**src/hw/rtl/ale_pkg.sv**
```systemverilog
`timescale 1ns / 1ps

package ale_pkg;

	localparam int DATA_W = 32;

	localparam logic [2:0] REQ_INS_FRONT = 3'd0;
	localparam logic [2:0] REQ_INS_BACK  = 3'd1;
	localparam logic [2:0] REQ_POP_FRONT = 3'd2;
	localparam logic [2:0] REQ_POP_BACK  = 3'd3;
	localparam logic [2:0] REQ_REMOVE    = 3'd4;
	localparam logic [2:0] REQ_COUNT     = 3'd5;

	localparam logic [1:0] STAT_OK      = 2'd0;
	localparam logic [1:0] STAT_FULL    = 2'd1;
	localparam logic [1:0] STAT_EMPTY   = 2'd2;
	localparam logic [1:0] STAT_NOMATCH = 2'd3;

	typedef enum logic [1:0] {
		CELL_HOLD,
		CELL_SHIFT_UP,
		CELL_SHIFT_DOWN
	} cell_op_t;

	typedef struct packed {
		cell_op_t op;
		logic     wr_en;
	} cell_ctl_t;

endpackage

```
**src/hw/rtl/ale_cell.sv**
```systemverilog
`timescale 1ns / 1ps

module ale_cell #(
	parameter int IDX = 0,
	parameter int IW  = 4
) (
	input  logic                        clk,
	input  ale_pkg::cell_ctl_t          ctl,
	input  logic [IW-1:0]               wr_idx,
	input  logic [ale_pkg::DATA_W-1:0]  wr_data,
	input  logic [IW-1:0]               rd_idx,
	input  logic [ale_pkg::DATA_W-1:0]  from_lo,
	input  logic [ale_pkg::DATA_W-1:0]  from_hi,
	output logic [ale_pkg::DATA_W-1:0]  data,
	output logic [ale_pkg::DATA_W-1:0]  rd_data
);

	logic [ale_pkg::DATA_W-1:0] data_q;
	logic                       wr_hit;
	logic                       rd_hit;

	assign wr_hit  = ctl.wr_en && (wr_idx == IW'(IDX));
	assign rd_hit  = (rd_idx == IW'(IDX));
	assign data    = data_q;
	assign rd_data = rd_hit ? data_q : '0;

	always_ff @(posedge clk) begin
		if (wr_hit) begin
			data_q <= wr_data;
		end else begin
			case (ctl.op)
				ale_pkg::CELL_SHIFT_UP:   data_q <= from_lo;
				ale_pkg::CELL_SHIFT_DOWN: data_q <= from_hi;
				default:                  data_q <= data_q;
			endcase
		end
	end

endmodule

```
**src/hw/rtl/array_list_engine_top.sv**
```systemverilog
`timescale 1ns / 1ps
// Insert and pop requests: result on done the cycle after the transfer; one per idle cycle.
// Remove-all and count: the list rotates once through the head cell of the cell chain,
// one entry per cycle, with busy high throughout, and done follows.
// Remove or count on an empty list completes without rotating. The receiver cannot stall.
// Reset empties the list (length zero, no result pending); entry contents are undefined.
module array_list_engine_top #(
	parameter int DEPTH = 16
) (
	input  logic               clk,
	input  logic               arst_n,
	input  logic               start,
	output logic               busy,
	input  logic [2:0]         req_type,
	input  logic signed [31:0] value,
	output logic               done,
	output logic [1:0]         status,
	output logic [4:0]         match_count,
	output logic signed [31:0] removed_value,
	output logic [4:0]         length
);

	localparam int IW = (DEPTH > 1) ? $clog2(DEPTH) : 1;
	localparam int LW = $clog2(DEPTH + 1);

	typedef enum logic [1:0] {
		S_IDLE  = 2'b01,
		S_SWEEP = 2'b10
	} state_t;

	state_t                     state_q;
	logic [LW-1:0]              len_q;
	logic [LW-1:0]              cnt_q;
	logic [LW-1:0]              match_q;
	logic                       done_q;
	logic [ale_pkg::DATA_W-1:0] v_q;
	logic                       rm_q;
	logic [1:0]                 status_q;
	logic [4:0]                 match_cnt_q;
	logic [ale_pkg::DATA_W-1:0] removed_q;
	logic [4:0]                 length_q;

	ale_pkg::cell_ctl_t         ctl;
	logic [IW-1:0]              wr_idx;
	logic [IW-1:0]              rd_idx;
	logic [ale_pkg::DATA_W-1:0] wr_data;
	logic [ale_pkg::DATA_W-1:0] cell_data [DEPTH];
	logic [ale_pkg::DATA_W-1:0] cell_rd [DEPTH];
	logic [ale_pkg::DATA_W-1:0] tail;
	logic [ale_pkg::DATA_W-1:0] head;
	logic                       head_eq;
	logic                       full;
	logic                       empty;
	logic                       accept;
	logic [LW-1:0]              len_inc;
	logic [LW-1:0]              len_dec;
	logic [LW-1:0]              len_sw;
	logic [LW-1:0]              match_nxt;

	assign busy          = (state_q != S_IDLE);
	assign accept        = start && (state_q == S_IDLE);
	assign done          = done_q;
	assign status        = status_q;
	assign match_count   = match_cnt_q;
	assign removed_value = removed_q;
	assign length        = length_q;

	assign head      = cell_data[0];
	assign head_eq   = (head == v_q);
	assign full      = (len_q == LW'(DEPTH));
	assign empty     = (len_q == '0);
	assign len_inc   = len_q + LW'(1);
	assign len_dec   = len_q - LW'(1);
	assign len_sw    = (head_eq && rm_q) ? len_dec : len_q;
	assign match_nxt = match_q + LW'(head_eq);
	assign rd_idx    = IW'(len_dec);

	always_comb begin
		ctl.op    = ale_pkg::CELL_HOLD;
		ctl.wr_en = 1'b0;
		wr_idx    = IW'(len_q);
		wr_data   = value;
		if (state_q == S_SWEEP) begin
			ctl.op    = ale_pkg::CELL_SHIFT_DOWN;
			ctl.wr_en = !(head_eq && rm_q);
			wr_idx    = IW'(len_dec);
			wr_data   = head;
		end else if (accept) begin
			case (req_type)
				ale_pkg::REQ_INS_FRONT: if (!full) ctl.op = ale_pkg::CELL_SHIFT_UP;
				ale_pkg::REQ_INS_BACK:  ctl.wr_en = !full;
				ale_pkg::REQ_POP_FRONT: if (!empty) ctl.op = ale_pkg::CELL_SHIFT_DOWN;
				default:                ctl.op = ale_pkg::CELL_HOLD;
			endcase
		end
	end

	for (genvar i = 0; i < DEPTH; i++) begin : g_cell
		logic [ale_pkg::DATA_W-1:0] lo;
		logic [ale_pkg::DATA_W-1:0] hi;
		if (i == 0) begin : g_lo_end
			assign lo = value;
		end else begin : g_lo
			assign lo = cell_data[i-1];
		end
		if (i == DEPTH - 1) begin : g_hi_end
			assign hi = '0;
		end else begin : g_hi
			assign hi = cell_data[i+1];
		end
		ale_cell #(
			.IDX (i),
			.IW  (IW)
		) u_cell (
			.clk     (clk),
			.ctl     (ctl),
			.wr_idx  (wr_idx),
			.wr_data (wr_data),
			.rd_idx  (rd_idx),
			.from_lo (lo),
			.from_hi (hi),
			.data    (cell_data[i]),
			.rd_data (cell_rd[i])
		);
	end

	always_comb begin
		tail = '0;
		for (int i = 0; i < DEPTH; i++) begin
			tail = tail | cell_rd[i];
		end
	end

	always_ff @(posedge clk or negedge arst_n) begin
		if (!arst_n) begin
			state_q <= S_IDLE;
			len_q   <= '0;
			cnt_q   <= '0;
			done_q  <= 1'b0;
		end else begin
			done_q <= 1'b0;
			case (state_q)
				S_IDLE: begin
					if (start) begin
						case (req_type)
							ale_pkg::REQ_INS_FRONT, ale_pkg::REQ_INS_BACK: begin
								done_q <= 1'b1;
								if (!full) len_q <= len_inc;
							end
							ale_pkg::REQ_POP_FRONT, ale_pkg::REQ_POP_BACK: begin
								done_q <= 1'b1;
								if (!empty) len_q <= len_dec;
							end
							ale_pkg::REQ_REMOVE, ale_pkg::REQ_COUNT: begin
								if (empty) begin
									done_q <= 1'b1;
								end else begin
									state_q <= S_SWEEP;
									cnt_q   <= len_q;
								end
							end
							default: done_q <= 1'b1;
						endcase
					end
				end
				S_SWEEP: begin
					cnt_q <= cnt_q - LW'(1);
					len_q <= len_sw;
					if (cnt_q == LW'(1)) begin
						state_q <= S_IDLE;
						done_q  <= 1'b1;
					end
				end
				default: state_q <= S_IDLE;
			endcase
		end
	end

	always_ff @(posedge clk) begin
		if (state_q == S_SWEEP) begin
			match_q <= match_nxt;
			if (cnt_q == LW'(1)) begin
				status_q    <= (match_nxt == '0) ? ale_pkg::STAT_NOMATCH : ale_pkg::STAT_OK;
				match_cnt_q <= 5'(match_nxt);
				removed_q   <= '0;
				length_q    <= 5'(len_sw);
			end
		end else if (start) begin
			v_q         <= value;
			rm_q        <= (req_type == ale_pkg::REQ_REMOVE);
			match_q     <= '0;
			status_q    <= ale_pkg::STAT_OK;
			match_cnt_q <= '0;
			removed_q   <= '0;
			length_q    <= 5'(len_q);
			case (req_type)
				ale_pkg::REQ_INS_FRONT, ale_pkg::REQ_INS_BACK: begin
					if (full) status_q <= ale_pkg::STAT_FULL;
					else      length_q <= 5'(len_inc);
				end
				ale_pkg::REQ_POP_FRONT: begin
					if (empty) begin
						status_q <= ale_pkg::STAT_EMPTY;
					end else begin
						removed_q <= head;
						length_q  <= 5'(len_dec);
					end
				end
				ale_pkg::REQ_POP_BACK: begin
					if (empty) begin
						status_q <= ale_pkg::STAT_EMPTY;
					end else begin
						removed_q <= tail;
						length_q  <= 5'(len_dec);
					end
				end
				ale_pkg::REQ_REMOVE, ale_pkg::REQ_COUNT: begin
					if (empty) status_q <= ale_pkg::STAT_NOMATCH;
				end
				default: status_q <= ale_pkg::STAT_OK;
			endcase
		end
	end

endmodule

```
**config.mk**
```make
export PLATFORM = sky130hd
export DESIGN_NAME = array_list_engine_top
export DESIGN_NICKNAME = d
export VERILOG_FILES = /design/src/hw/rtl/ale_pkg.sv /design/src/hw/rtl/ale_cell.sv /design/src/hw/rtl/array_list_engine_top.sv
export SDC_FILE = /design/constraint.sdc
export NUM_CORES = 1
export LEC_CHECK = 0
export BUFFER_PORTS_ARGS = -buffer_cell sky130_fd_sc_hd__buf_2
export CAP_MARGIN = 25
export CORE_MARGIN = 5
export CORE_UTILIZATION = 60
export CTS_CLUSTER_SIZE = 14
export DETAILED_ROUTE_END_ITERATION = 12
export GPL_TIMING_DRIVEN = 0
export PLACE_DENSITY = 0.81
export SLEW_MARGIN = 20
export SYNTH_ARGS = -nofsm -noshare
export SYNTH_HDL_FRONTEND = slang
export SYNTH_HIERARCHICAL = 1
export SYNTH_SLANG_ARGS = --single-unit
```
**constraint.sdc**
```tcl
create_clock -name clk -period 8.35 [get_ports clk]
set_clock_uncertainty 0.15 [all_clocks]
set_input_delay 1.2525 -clock clk [delete_from_list [all_inputs] [get_ports clk]]
set_output_delay 1.2525 -clock clk [all_outputs]
set_load 0.01 [all_outputs]
```
After elaboration in Yosys (flattened, before gate mapping)
Index checks and enable logic that the tools add are counted.
{"block": "totals", "wordCells": 241, "regBits": 607, "input_bits": 38}
{"block": "op_classes", "reduce_logical": 51, "add_sub_neg": 4, "muxes": 96, "bitwise": 16, "n_eq_ne": 47}
{"cell": "32-bit 2-to-1 mux", "n": 38}
{"cell": "32-bit one-hot mux with 2 select lines", "n": 17}
{"cell": "32-bit bitwise OR", "n": 15}
{"cell": "5-bit 2-to-1 mux", "n": 13}
{"cell": "4-bit equality test (second input constant)", "n": 16}
{"cell": "3-bit nonzero test", "n": 16}
{"cell": "32-bit equality test", "n": 1}
{"cell": "4-bit by 3-bit equality test with 1-bit output (second input constant)", "n": 8}
{"cell": "5-bit one-hot mux with 2 select lines", "n": 3}
{"cell": "2-bit 2-to-1 mux", "n": 11}
{"cell": "1-bit logical AND", "n": 18}
{"cell": "4-bit by 2-bit equality test with 1-bit output (second input constant)", "n": 4}
{"cell": "5-bit zero test", "n": 2}
{"cell": "5-bit by 1-bit subtractor with 5-bit output (second input constant)", "n": 2}
{"cell": "4-bit by 1-bit equality test with 1-bit output (second input constant)", "n": 2}
{"cell": "4-bit zero test", "n": 2}
{"cell": "2-bit one-hot mux with 2 select lines", "n": 2}
{"cell": "4-bit AND reduction", "n": 2}
{"cell": "1-bit 2-to-1 mux", "n": 7}
{"cell": "3-bit by 2-bit equality test with 1-bit output (second input constant)", "n": 2}
{"cell": "3-bit equality test (second input constant)", "n": 2}
{"cell": "3-bit 2-to-1 mux", "n": 2}
{"cell": "2-bit by 1-bit != test with 1-bit output (second input constant)", "n": 3}
{"cell": "2-bit one-hot mux with 3 select lines", "n": 1}
{"cell": "other kinds (16)", "n": 25}

Depth between registers and ports, before layout
{"block": "logic_depth", "depth_word": 22, "ltp_mapped": 13, "mapped_depth_nobuf": 10}

Cells and area by module
Netlist, hierarchy kept.
{"module": "ale_cell (g_cell[0].u_cell ...)", "n_inst": 5, "cells_per_inst": 144, "seq_area_each_um2": 960.9, "area_each_um2": 2253.4}
{"module": "array_list_engine_top", "n_inst": 1, "cells_per_inst": 592, "seq_area_each_um2": 2788.9, "area_each_um2": 6165.9}
{"module": "ale_cell (g_cell[1].u_cell ...)", "n_inst": 2, "cells_per_inst": 144, "seq_area_each_um2": 960.9, "area_each_um2": 2258.4}
{"module": "ale_cell (g_cell[11].u_cell ...)", "n_inst": 2, "cells_per_inst": 144, "seq_area_each_um2": 960.9, "area_each_um2": 2245.9}
{"module": "ale_cell (g_cell[12].u_cell ...)", "n_inst": 2, "cells_per_inst": 145, "seq_area_each_um2": 960.9, "area_each_um2": 2242.2}
{"module": "ale_cell (g_cell[4].u_cell ...)", "n_inst": 2, "cells_per_inst": 144, "seq_area_each_um2": 960.9, "area_each_um2": 2242.2}
{"module": "ale_cell (g_cell[13].u_cell ...)", "n_inst": 2, "cells_per_inst": 184, "seq_area_each_um2": 960.9, "area_each_um2": 1988.2}
{"module": "ale_cell (g_cell[15].u_cell)", "n_inst": 1, "cells_per_inst": 144, "seq_area_each_um2": 960.9, "area_each_um2": 2250.9}

Least setup slack after synthesis
OpenSTA, ideal clock, no wires.
{"block": "synth_timing", "path_type": "input -> register", "startpoint": "input port req_type[0]", "endpoint": "register g_cell[13].u_cell.data_q, in the netlist g_cell[13].u_cell/data[0], enable pin", "path_slack_ns": 3.623, "arrival_ns": 4.187, "t_required_ns": 7.810, "setup_ns": 0.390, "stages": 5, "path_cell_list": "clkbuf_1 -> buf_1 -> nor2_1 -> xnor2_1 -> nand2_1"}
{"element": "from (decl)", "line_no": "array_list_engine_top.sv:14", "text": "input logic [2:0] req_type,"}
{"element": "to (signal assigned)", "line_no": "ale_cell.sv:29", "text": "data_q <= wr_data;"}
{"element": "to (signal assigned)", "line_no": "ale_cell.sv:32", "text": "ale_pkg::CELL_SHIFT_UP: data_q <= from_lo;"}
{"element": "to (signal assigned)", "line_no": "ale_cell.sv:33", "text": "ale_pkg::CELL_SHIFT_DOWN: data_q <= from_hi;"}
{"element": "to (decl)", "line_no": "ale_cell.sv:18", "text": "logic [ale_pkg::DATA_W-1:0] data_q;"}

==> reports/results.ini <==
[power]
p_leak_nw=18.9
pwr-share-clk=0.169
switchingPower_w=0.00712
switching_share=0.380
seqPwrFrac=0.314
irDropWorstVdd_mv=0.269
powerDensity_mw_per_mm2=406
power.internal_w=0.0116
p_total_w=0.0187
comb_power_share=0.517

[setup_path]
cp.required_ns=8.38
critPathLaunchType=flop
critical_path_class=reg2reg
crit_arrival_ns=5.78
reg2reg_depth=8
r2r_slack_ns=2.60
worstPathMaxFanout=32
worstSetupEndpointType=flop

[synth]
synth_seq_area_share=0.436
synth_area_leaders=edfxtp_1, mux2_4, and2_1
yosysWarnings=6
yosys.cell_types.count=63
synth_area_sq_mm=0.0416
synth_common_cells=mux2_4, edfxtp_1, and2_1, nor4_1, mux2i_1
yosysMostFrequentCell=mux2_4
syn_area_per_cell_sq_um=14.0
synth_enable_flop_cells=594
synth_top_area_share=0.428
syn_inst=2978
ys_ff_latch=607
synth_async_sr_flop_share=0.0214
synth_flop_cell=edfxtp_1
synth_top_area_cell=edfxtp_1

[floorplan]
die_area_sq_mm=0.0748
num_rows=96
die_h_um=273
coreArea_sq_mm=0.0687
start_util=0.606
num_io_pins=84
die_w_um=273

[cells_and_area]
fin_area_sq_mm=0.0461
layout-drive-gt1-share=0.402
layout.nets=3229
finalNonFillerCells=4167
fillerInstances=4743
area_growth_pct=10.7

[global_route]
antenna_found_initial=5
grt_pass1_wl_um=199000
first_global_vias=28881
track_usage=0.363
grt_max_degree=33
grt_overflow=0

[sta]
final-hold-violation-count=0
setup_viol=0
fmax_ghz=0.174
fin_crit_ns=5.75
relSlewSlack=0.219
period_share=0.688
tns_ns=0
worstMarginPinSlew_ns=1.16
rsz0062_at_grt=no
layout_setup_ws_ns=2.60
slew_viol_final=0

[route]
ant_nets=0
vias=28880
drt-vias-per-instance=6.93
post-route-drc-count=0
drt_iter0_markers=4083
wl_per_cell_um=34.0
drt_pre_antenna_iters=6
wirelength_um=142000

[clocking]
cts_hold_buf=0
cts_root_buf=clkbuf_16
cts_sinks=607
clkSlewWorstSetupHoldPaths_ns=0.06
cts_setup_buffers=0
cts_tree=yes
cts_made_buffers=71
clk_latency_ns=0.64
post_cts_resized=0
clockBufferDepth=3
cts_max_level=3

[place]
dpl.hpwl_um=92300
place_inst=4039
placed_area_sq_mm=0.0438
place.gp.congestion=0.985
io_buffers=82
dp_slack_ns=2.86

[flow_run]
maxCapViolations=0

[min_path]
hold_path_depth=2
hp-class=reg2reg

[status]
status=finished clean

## logic make-up after synthesis
| family | after synthesis | share of synthesized area |
|---|---|---|
| DFF | 607 | 0.436 |
| xor gates and xnor gates | 64 | 0.0135 |
| other | 1 | 0.0000901 |
| and+or+nand+nor | 942 | 0.137 |
| buffers and inverters | 211 | 0.0434 |
| AOI/OAI and AO/OA | 118 | 0.0166 |
| muxes | 1027 | 0.351 |
| adders and majority gates | 8 | 0.00240 |
## worst max-delay path, stage by stage (launching register included)
cell	delay, ns
edfxtp_1	0.47
xnor2_1	0.48
nand4_1	0.63
nor4_4	0.68
nand3_1	0.37
a32o_1	0.58
nand3_1	0.70
buf_2	0.60
nand2_4	0.60
## routing by layer
| metal | wire length (um) | GRT usage | vias to the layer above | share of wire |
|---|---|---|---|---|
| met2 | 61300 | 0.554 | 2266 | 0.43 |
| met5 | 11 | 0 | - | 0.000078 |
| li1 | - | - | 11528 | - |
| met4 | 9910 | 0.201 | 2 | 0.070 |
| met1 | 52600 | 0.474 | 14525 | 0.37 |
| met3 | 17700 | 0.0955 | 559 | 0.13 |
## per-stage QoR
| step | util | hold WS (ns) |
|---|---|---|
| after floorplan | - | 0.320 |
| after global placement | 0.631 | 0.330 |
| after detailed placement | 0.638 | 0.354 |
| after CTS | 0.671 | 0.362 |
| after global routing | 0.671 | 0.373 |
| final | 0.671 | 0.360 |
## worst paths after layout
check,from,endpoint
worst min register to register,state_q[0],state_q[0]
max in group asynchronous,arst_n,state_q[0]
worst min-delay path,state_q[0],state_q[0]
worst max-delay path,g_cell[0].u_cell/data[23],g_cell[10].u_cell/data[27]
worst max register to register,g_cell[0].u_cell/data[23],g_cell[10].u_cell/data[27]
min in group asynchronous,arst_n,len_q[1]
## final cells by class
type                            instances  area, sq um  area share
Clock buffer                           87         1920      0.0417
Multi-Input combinational cell       2191        22000       0.476
Buffer                                199         1770      0.0383
Tap cell                              931         1160      0.0253
Antenna cell                            1         2.50   0.0000543
Timing Repair Buffer                  101          729      0.0158
Clock inverter                         38          343     0.00744
Inverter                               12         45.0    0.000977
Sequential cell                       607        18200       0.394
## power groups by stage
stage / clock network [W] / registers (W) / logic [W]
2_1_floorplan: 0 / 0.00565 / 0.00660
3_3_place_gp: 0 / 0.00592 / 0.00884
3_5_place_dp: 0 / 0.00589 / 0.00928
4_1_cts: 0.00317 / 0.00586 / 0.00937
5_1_grt: 0.00329 / 0.00599 / 0.00985
6_report: 0.00316 / 0.00589 / 0.00969
## sequential cells by signal, indices dropped and copies added, names as in the netlist
| register | flops |
|---|---|
| v_q | 32 |
| rm_q | 1 |
| done | 1 |
| match_count | 5 |
| status | 2 |
| length | 5 |
| match_q | 5 |
| state_q | 2 |
| g_cell.u_cell/data | 512 |
| len_q | 5 |
| cnt_q | 5 |
| removed_value | 32 |
## layout by cell type, fill, tap and decap left out, drive strengths merged, types with 3 or more instances in the layout
cell,count
mux2,928
edfxtp,594
and2,516
buf,223
clkbuf,164
nor4,133
mux2i,99
a21oi,78
nor3,74
xnor2,58
nor2,55
nand4,51
nand2,40
conb,32
clkinv,26
nor2b,19
nand3,18
inv,15
dfrtp,12
o21ai,9
nor4b,9
ha,8
nor3b,7
bufinv,6
xor2,6
o22ai,5
a21o,4
o211ai,4
and4bb,4
and4b,4
nand2b,3
or2,3
clkinvlp,3
Note: power is estimated with default switching activity, not from simulation.
